--- config.mk ---
export PLATFORM = sky130hd
export DESIGN_NAME = opp_ctrl
export DESIGN_NICKNAME = d
export VERILOG_FILES = /design/src/opp_pkg.sv /design/src/opp_ctrl.sv
export SDC_FILE = /design/constraint.sdc
export NUM_CORES = 1
export LEC_CHECK = 0
export BUFFER_PORTS_ARGS = -buffer_cell sky130_fd_sc_hd__buf_2
export CELL_PAD_IN_SITES_DETAIL_PLACEMENT = 1
export CELL_PAD_IN_SITES_GLOBAL_PLACEMENT = 2
export CORE_MARGIN = 3
export CORE_UTILIZATION = 32
export DETAILED_ROUTE_END_ITERATION = 10
export PLACE_DENSITY = 0.82
export SLEW_MARGIN = 0
export SYNTH_ARGS = -nofsm -noshare
export SYNTH_HDL_FRONTEND = slang
export SYNTH_SLANG_ARGS = --single-unit
--- constraint.sdc ---
create_clock -name clock -period 4.6 [get_ports clock]
set_input_delay 0.23 -clock clock [delete_from_list [all_inputs] [get_ports clock]]
set_output_delay 0.23 -clock clock [all_outputs]
set_load 0.02 [all_outputs]
--- src/opp_pkg.sv ---
`default_nettype none

package opp_pkg;

   // Field widths of the datapath working registers.
   localparam int DIV_N_W = 62;
   localparam int DIV_D_W = 32;
   localparam int TRIG_W  = 33;

   // Scaling constants of the fixed-point arithmetic.
   localparam logic [29:0] TURN_PER_RAD_Q31 = 30'd683565276;
   localparam logic [31:0] GYRO_DIV         = 32'd4096000000;
   localparam logic [19:0] SPEED_SCALE      = 20'd500000;
   localparam logic [21:0] PI_Q20           = 22'd3294199;
   localparam logic [40:0] WHEEL_CAP        = 41'h100_0000_0000;
   localparam logic signed [TRIG_W-1:0] CORDIC_GAIN_Q30 = 33'sd652032875;
   localparam logic [47:0] VAR_RESET        = 48'd2814749767107;
   localparam logic [47:0] VAR_MAX          = 48'hFFFF_FFFF_FFFF;

   // The gyro divisor splits into a power of two and an odd factor; the odd
   // factor is removed by multiplying with floor(2^43 / GYRO_ODD).
   localparam int          GYRO_SHIFT = 18;
   localparam logic [13:0] GYRO_ODD   = 14'd15625;
   localparam logic [29:0] GYRO_RECIP = 30'd562949953;

   // Configuration register indexes.
   localparam logic [1:0] CSR_TRACK_WIDTH    = 2'd0;
   localparam logic [1:0] CSR_GYRO_WEIGHT    = 2'd1;
   localparam logic [1:0] CSR_DISTANCE_NOISE = 2'd2;
   localparam logic [1:0] CSR_HEADING_NOISE  = 2'd3;

   // Datapath operations issued by the controller.
   typedef enum logic [4:0] {
      OP_NOP,
      OP_PREP,
      OP_MUL2,
      OP_GSHIFT,
      OP_GRECIP,
      OP_GBACK,
      OP_TAKEG,
      OP_DIVW,
      OP_TAKEW,
      OP_DIVS,
      OP_TAKES,
      OP_PROD,
      OP_POS,
      OP_HEAD,
      OP_HNOISE,
      OP_HSQ,
      OP_VAR
   } opp_op_type;

   typedef struct packed {
      opp_op_type op;
      logic       load;
      logic       out_load;
   } opp_cmd_type;

   typedef struct packed {
      logic div_done;
      logic cordic_done;
      logic dt_zero;
   } opp_status_type;

endpackage

`default_nettype wire

--- src/opp_ctrl.sv ---
`default_nettype none

module opp_ctrl
   import opp_pkg::*;
(
   input  wire logic           clock,
   input  wire logic           reset,
   input  wire logic           req_valid,
   output logic                req_ready,
   output logic                rsp_valid,
   input  wire logic           rsp_ready,
   input  wire opp_status_type status,
   output opp_cmd_type         cmd
);

   typedef enum logic [4:0] {
      S_IDLE,
      S_PREP,
      S_MUL2,
      S_GSHIFT,
      S_GRECIP,
      S_GBACK,
      S_TAKEG,
      S_DIVW,
      S_WAITW,
      S_TAKEW,
      S_DIVS,
      S_WAITS,
      S_TAKES,
      S_CWAIT,
      S_PROD,
      S_POS,
      S_HEAD,
      S_HNOISE,
      S_HSQ,
      S_VAR,
      S_DONE
   } state_type;

   state_type state_ff;
   logic      rsp_valid_ff;
   logic      accept;
   logic      out_load;

   assign accept   = req_valid && (state_ff == S_IDLE);
   assign out_load = (state_ff == S_DONE) && (!rsp_valid_ff || rsp_ready);

   // Each working state issues one datapath operation; the idle, wait and done states issue none.
   always_comb begin
      cmd.load     = accept;
      cmd.out_load = out_load;
      case (state_ff)
         S_PREP:   cmd.op = OP_PREP;
         S_MUL2:   cmd.op = OP_MUL2;
         S_GSHIFT: cmd.op = OP_GSHIFT;
         S_GRECIP: cmd.op = OP_GRECIP;
         S_GBACK:  cmd.op = OP_GBACK;
         S_TAKEG:  cmd.op = OP_TAKEG;
         S_DIVW:   cmd.op = OP_DIVW;
         S_TAKEW:  cmd.op = OP_TAKEW;
         S_DIVS:   cmd.op = OP_DIVS;
         S_TAKES:  cmd.op = OP_TAKES;
         S_PROD:   cmd.op = OP_PROD;
         S_POS:    cmd.op = OP_POS;
         S_HEAD:   cmd.op = OP_HEAD;
         S_HNOISE: cmd.op = OP_HNOISE;
         S_HSQ:    cmd.op = OP_HSQ;
         S_VAR:    cmd.op = OP_VAR;
         default:  cmd.op = OP_NOP;
      endcase
   end

   // Sequencer and result-valid flag.
   always_ff @(posedge clock) begin
      if (reset) begin
         state_ff     <= S_IDLE;
         rsp_valid_ff <= 1'b0;
      end else begin
         if (out_load) begin
            rsp_valid_ff <= 1'b1;
         end else if (rsp_ready) begin
            rsp_valid_ff <= 1'b0;
         end
         case (state_ff)
            S_IDLE:   if (accept) state_ff <= S_PREP;
            S_PREP:   state_ff <= status.dt_zero ? S_DONE : S_MUL2;
            S_MUL2:   state_ff <= S_GSHIFT;
            S_GSHIFT: state_ff <= S_GRECIP;
            S_GRECIP: state_ff <= S_GBACK;
            S_GBACK:  state_ff <= S_TAKEG;
            S_TAKEG:  state_ff <= S_DIVW;
            S_DIVW:   state_ff <= S_WAITW;
            S_WAITW:  if (status.div_done) state_ff <= S_TAKEW;
            S_TAKEW:  state_ff <= S_DIVS;
            S_DIVS:   state_ff <= S_WAITS;
            S_WAITS:  if (status.div_done) state_ff <= S_TAKES;
            S_TAKES:  state_ff <= S_CWAIT;
            S_CWAIT:  if (status.cordic_done) state_ff <= S_PROD;
            S_PROD:   state_ff <= S_POS;
            S_POS:    state_ff <= S_HEAD;
            S_HEAD:   state_ff <= S_HNOISE;
            S_HNOISE: state_ff <= S_HSQ;
            S_HSQ:    state_ff <= S_VAR;
            S_VAR:    state_ff <= S_DONE;
            S_DONE:   if (out_load) state_ff <= S_IDLE;
            default:  state_ff <= S_IDLE;
         endcase
      end
   end

   assign req_ready = (state_ff == S_IDLE);
   assign rsp_valid = rsp_valid_ff;

endmodule

`default_nettype wire
; ---- Word-level counts from Yosys, hierarchy flattened
; Memory sizes are Yosys's and may differ from the RTL's. A register that Yosys moved wholly into a read port is not among the register bits.
; Cells that the tools add are included.
[word_totals]
ff_bits = 6
latchBits = 0
ramBits = 0
rom_bits = 160
in_bits = 7
elab_cells = 46
n_memories = 1
[classes]
add_sub_neg = 0
n_mul = 0
div = 0
n_lt_le_gt_ge = 0
n_eq_ne = 25
n_shift = 0
mux = 11
bitwise_logic = 0
n_reduce_logical = 7
[memory_table]
columns = memory, depth, width, rd, rd_clocked_by_memory_dff, write_ports, line_no
row1 = (name not given), 32, 5, 1, 1, 0, opp_ctrl.sv:52  ; case (state_ff)
[op_table]
columns = op, n
row1 = 5-bit one-hot mux with 21 select lines, 1
row2 = "5-bit by 4-bit equality test with 1-bit output, second input constant", 8
row3 = 5-bit 2-to-1 mux, 8
row4 = "5-bit equality test, second input constant", 5
row5 = "5-bit by 3-bit equality test with 1-bit output, second input constant", 4
row6 = "5-bit by 2-bit equality test with 1-bit output, second input constant", 2
row7 = "2-bit inequality test, second input constant", 4
row8 = "5-bit by 1-bit equality test with 1-bit output, second input constant", 1
row9 = 5-bit logical NOT, 1
row10 = 5-bit AND reduction, 1
row11 = 1-bit logical AND, 2
row12 = 1-bit 2-to-1 mux, 2
row13 = "2-bit by 1-bit inequality test with 1-bit output, second input constant", 1
row14 = 2-bit nonzero test, 1
row15 = 1-bit logical NOT, 1
row16 = 1-bit logical OR, 1

; ---- Logic depth before layout (Yosys ltp)
[logic_depth]
ltp_word = 7
mapped_depth = 10

; ---- Worst setup path after synthesis
; OpenSTA, ideal clock, no wires.
[synth_path]
kind = register to register
startpoint = register state_ff[2]
endpoint = register cmd[5] (netlist name)
setup_ns = 0.087
arrival_time_ns = 2.156
t_required_ns = 4.513
setup_slack_ns = 2.357
path_stages_with_launch = 9
period_less_slack_ns = 2.243
path_cell_list = dfxtp_1 -> clkbuf_1 -> nor4_2 -> nand2_1 -> a32oi_2 -> o22ai_1 -> ha_1 -> mux2_2 -> o31ai_1
[synth_via]
elab_chain_cells = 6
elab_cells_between_ends = 32
[synth_lines]
columns = element, line_no
row1 = start: declaration, opp_ctrl.sv:40  ; state_type state_ff;
row2 = start signal: assignment, opp_ctrl.sv:86  ; S_PREP: state_ff <= status.dt_zero ? S_DONE : S_MUL2;
row3 = 5-bit equality test or 5-bit logical NOT (tied branches), "opp_ctrl.sv:46, opp_ctrl.sv:84, opp_ctrl.sv:45"
row4 = 1-bit logical AND (on tied branches), "opp_ctrl.sv:46, opp_ctrl.sv:45"
row5 = 2-bit inequality test (no source line) or 2-bit by 1-bit inequality test with 1-bit output (tied branches), -
row6 = 5-bit AND reduction (no source line), -
row7 = 5-bit 2-to-1 mux (no source line) (*) (2 in series), -
; Every way passes the cells marked *; elsewhere a longest branch is shown, timed or not.
; A chain may end at the register's enable or synchronous reset.

; ---- Worst setup path in the final report
[layout_path]
startpoint = register state_ff[0]
endpoint = register cmd[5] (netlist name)
[layout_via]
elab_chain_cells = 6
elab_cells_between_ends = 32
[layout_lines]
columns = element, line_no
row1 = 5-bit equality test or 5-bit logical NOT (tied branches), "opp_ctrl.sv:46, opp_ctrl.sv:84, opp_ctrl.sv:45"
row2 = 1-bit logical AND (on tied branches), "opp_ctrl.sv:46, opp_ctrl.sv:45"
row3 = 2-bit inequality test (no source line) or 2-bit by 1-bit inequality test with 1-bit output (tied branches), -
row4 = 5-bit AND reduction (no source line), -
row5 = 5-bit 2-to-1 mux (no source line) (*) (2 in series), -
; Marked as above.

==> metrics list <==
- Outcome: finished clean
* Placed wire-length estimate: 1.53 mm
- Endpoint kind of the worst setup timing path: flip-flop
- Number of register bits inferred by synthesis: 11
- Of the total power, combinational logic draws 0.348.
- Number of cell rows: 17
* Root Buffer Master: sky130_fd_sc_hd__clkbuf_4
- In this run the number of H-tree levels came out at 1.
- Worst setup path startpoint: state_ff[0]
- Count of final hold-check violations: 0
* Leakage power total: 0.367 nW
- Largest area contributor in the synthesized netlist: sky130_fd_sc_hd__dfxtp_1
* Total Negative Setup Slacks: 0 ns
- The initial antenna violation count is 0.
- Counting buffers and inverters, the worst setup path is 8 cells deep.
- The setup path with the least slack is of type flip-flop to flip-flop.
* TritonCTS clock tree: yes
* Number of buffer cells added on primary ports: 15
- Syn-to-layout area delta: 12.4%
* CTS-repair resized insts: 0
- Ys async rst share: 0
* Number of synthesized flops with an enable pin: 0
- Endpoint of the most critical setup path: cmd[5]
- Yosys warning count: 0
- Worst-case reg-to-reg path depth: 8
- Setup violations remaining at the end of the flow were counted as 0.
- Net Sw Frac: 0.370
- Global-route wire length before repair: ~3.2 mm
* Vert. Die Dim: ~55 um
- Entering global routing, the biggest net connects 18 pins.
- Clock latency on the worst-skew pair, taken at its later pin, is 0.28 ns.
- Min Hold Slack: around 0.28 ns
- For this run, the register share of the synthesized area comes to 0.288.
- Slew Limit Headroom: 0.566
- STA puts the critical path data required time at about 4.8 ns.
- In this run the post-CTS setup repair buffer count came out at 0.
* Die area: 3020 um^2
- The total overflow left after global routing is 0.
* Residual antenna-violating net count after detailed routing: 0
- Num CTS Buffers: 3
* Core Box Area: ~2200 um^2
- Between clock sinks in the finished design, the worst skew comes to slightly above 0.008 ns.
* Detailed Route Iter0 Violations: 3
- Number of global-route vias before repair: roughly 710
- Clock share of power: 0.232
- The finished cells cover 861 um^2.
- After filler insertion, the fill cell instance count of the layout stands at approximately 300.
- Clk sink count: 11
- Pin placement for this block handled 16 I/O pins.
- The die is around 55 um wide.
- DP Area: approximately 830 um^2
* Top area cells in the synthesized netlist: sky130_fd_sc_hd__dfxtp_1 29%, sky130_fd_sc_hd__nor2_1 5.4%, sky130_fd_sc_hd__nand2_1 4.4%
* DR DRC count: 0
- RSZ-0062 raised after global routing: no
* Switching power of the nets: around 0.00011 W
- 0 antenna diodes ended up in the layout.
* Yosys cell types: 40
- Transition at the pin with the smallest max-transition slack: around 0.64 ns
* Startpoint Class: flip-flop
- Placer's final routability congestion estimate: just under 0.8
- The worst-case IR drop observed on VDD is between 0.2 and 0.25 mV.
- In the global route stage, overall resource usage came out at 0.151.
* Total Routed Length: between 1.5 and 2 mm
* Post-CTS clock slew at the launch and capture registers of the worst setup and hold paths: ~0.07 ns
- The routed design could run at a clock period as short as roughly 2.8 ns.
- The first TritonRoute pass finished after 4 iterations.
- The internal portion of the total power is 0.000181 W.
- Maximum clock insertion buffer count: 2
- Summing over every cut layer, the via total after detailed routing is 730.
- In this run the critical register-to-register path is captured at cmd[5].
- Summing every instance area after synthesis gives ~770 um^2.
- Wirelength per Cell: ~15 um
* Pwr Total: 0.000287 W
- Ranked by instance count, the synthesized netlist is headed by 11 x sky130_fd_sc_hd__dfxtp_1, 11 x sky130_fd_sc_hd__nor2_1, 9 x sky130_fd_sc_hd__nand2_1, 5 x sky130_fd_sc_hd__nand3_1, 4 x sky130_fd_sc_hd__inv_1.
- Initial cell density of the core: 0.343
* Buffers & Inverters on Critical Path: 1
* Worst R2R Setup Slack: 1.85 ns
- Synthesized net count: ~110
- For this run, the post-layout net count is between 100 and 150.
- Ratio of total power to cell area: between 300 and 400 nW/um^2
- Max Cap Viol: 0
- Data arrives at the worst endpoint at 2.93 ns.
- Of the available clock period, the critical path in the final layout requires 0.599.
- Mean cell area of the mapped netlist: between 7 and 8 um^2
- The worst register-to-register path begins at state_ff[0].
- Sequential cell area: around 220 um^2
- In this run, post-CTS hold repair placed 0 buffers.
- In the final layout, the share of cells above drive strength 1 is 0.224.
- Multi-input gate area: 489 um^2
* Number of instances in the synthesized netlist: 96
- Top Family by Delay on Critical Path: simple AND/OR/NAND/NOR gates
- Number of pins with negative max-slew slack in the final report: 0
- Critical Path Fanout Max: 16
- Walking the worst path, the cells encountered are nor4bb_1 > o311a_2 > a32oi_2 > nor2_1 > inv_1 > ha_1 > mux2_2 > o31ai_1.
- Most used flip-flop cell after synthesis: sky130_fd_sc_hd__dfxtp_1
- The slowest stage of the critical path is the sky130_fd_sc_hd__dfxtp_1 cell.
- Flop pwr share: 0.420
* Slowest Stage Delay on Critical Path: about 0.65 ns
- Worst hold path class: input port to flip-flop
- Of the post-synthesis cell area, the dominant cell type holds 0.288.
- Number of vias per cell after detailed routing: ~5.4
- Fmax achieved: 0.363 GHz
## layout make-up
cell class / instances / share of cell area
Multi-Input combinational cell: 73 / 0.568
Sequential cell: 11 / 0.256
Timing Repair Buffer: 15 / 0.0872
Tap cell: 28 / 0.0407
Clock buffer: 4 / 0.0305
Inverter: 4 / 0.0174
## power groups by stage
stage | logic, W | registers (W) | clock network, W
finish | 0.000100 | 0.000121 | 0.0000666
CTS | 0.000101 | 0.000121 | 0.0000691
global placement | 0.0000992 | 0.000122 | 0
floorplan | 0.0000796 | 0.000120 | 0
global route | 0.000111 | 0.000123 | 0.0000710
detailed placement | 0.000101 | 0.000123 | 0
## tightest hold or removal path, stage by stage
cell	delay [ns]
sky130_fd_sc_hd__buf_2	0.07
sky130_fd_sc_hd__nand2b_1	0.13
sky130_fd_sc_hd__a21oi_1	0.08
## layer usage
metal | vias to the layer above | global-route usage | part of all wire | wire length (um)
met5 | - | 0 | 0 | 0
met4 | 0 | 0.0850 | 0.026 | 51
met3 | 5 | 0.0161 | 0.022 | 44
met2 | 10 | 0.248 | 0.49 | 967
met1 | 339 | 0.191 | 0.46 | 906
li1 | 376 | - | - | -
## cells by family (layout without fill, tap and decap cells)
family | after synthesis | after routing | share of synthesized area
buffers and inverters | 12 | 23 | 0.0735
AND/OR/NAND/NOR | 45 | 45 | 0.325
multiplexers | 2 | 2 | 0.0278
AO/OA/AOI/OAI | 24 | 24 | 0.253
adder cells (fa/ha/maj) | 2 | 2 | 0.0327
flip-flops | 11 | 11 | 0.288
## state kept, by name, indices dropped and copies added (netlist names)
| register | cells |
|---|---|
| state_ff | 5 |
| rsp_valid | 1 |
| cmd | 5 |
## layout by cell type (no fill, tap or decap), drive strengths merged, types with 2 or more instances in the layout
master and n:
nor4 2, nor4bb 2, a21oi 4, inv 4
or3b 2, o21ai 4, dfxtp 11, nor2 11
nand2 9, nor3 2, clkbuf 4, ha 2
o22ai 3, nand3 5, buf 15, nor2b 3
nor3b 2, o31ai 2, nand2b 2, nor4b 2
## worst min path at each step
stage,from,endpoint,depth (start not counted)
final,rsp_ready,rsp_valid,3
after global routing,reset,state_ff[3],2
after CTS,rsp_ready,rsp_valid,3
after detailed placement,rsp_valid,rsp_valid,2
after global placement,rsp_valid,rsp_valid,2
after floorplan,reset,cmd[6],3
## metrics by stage
| step | setup WS, ns | util | std cells |
|---|---|---|---|
| 4_1_cts | 1.88 | 0.385 | 135 |
| 5_1_grt | 1.60 | 0.385 | 135 |
| 3_3_place_gp | 2.09 | 0.374 | 131 |
| 2_1_floorplan | 2.36 | - | 96 |
| 6_report | 1.85 | 0.385 | 135 |
| 3_5_place_dp | 1.93 | 0.374 | 131 |
Power figures use the tool's default switching activity.
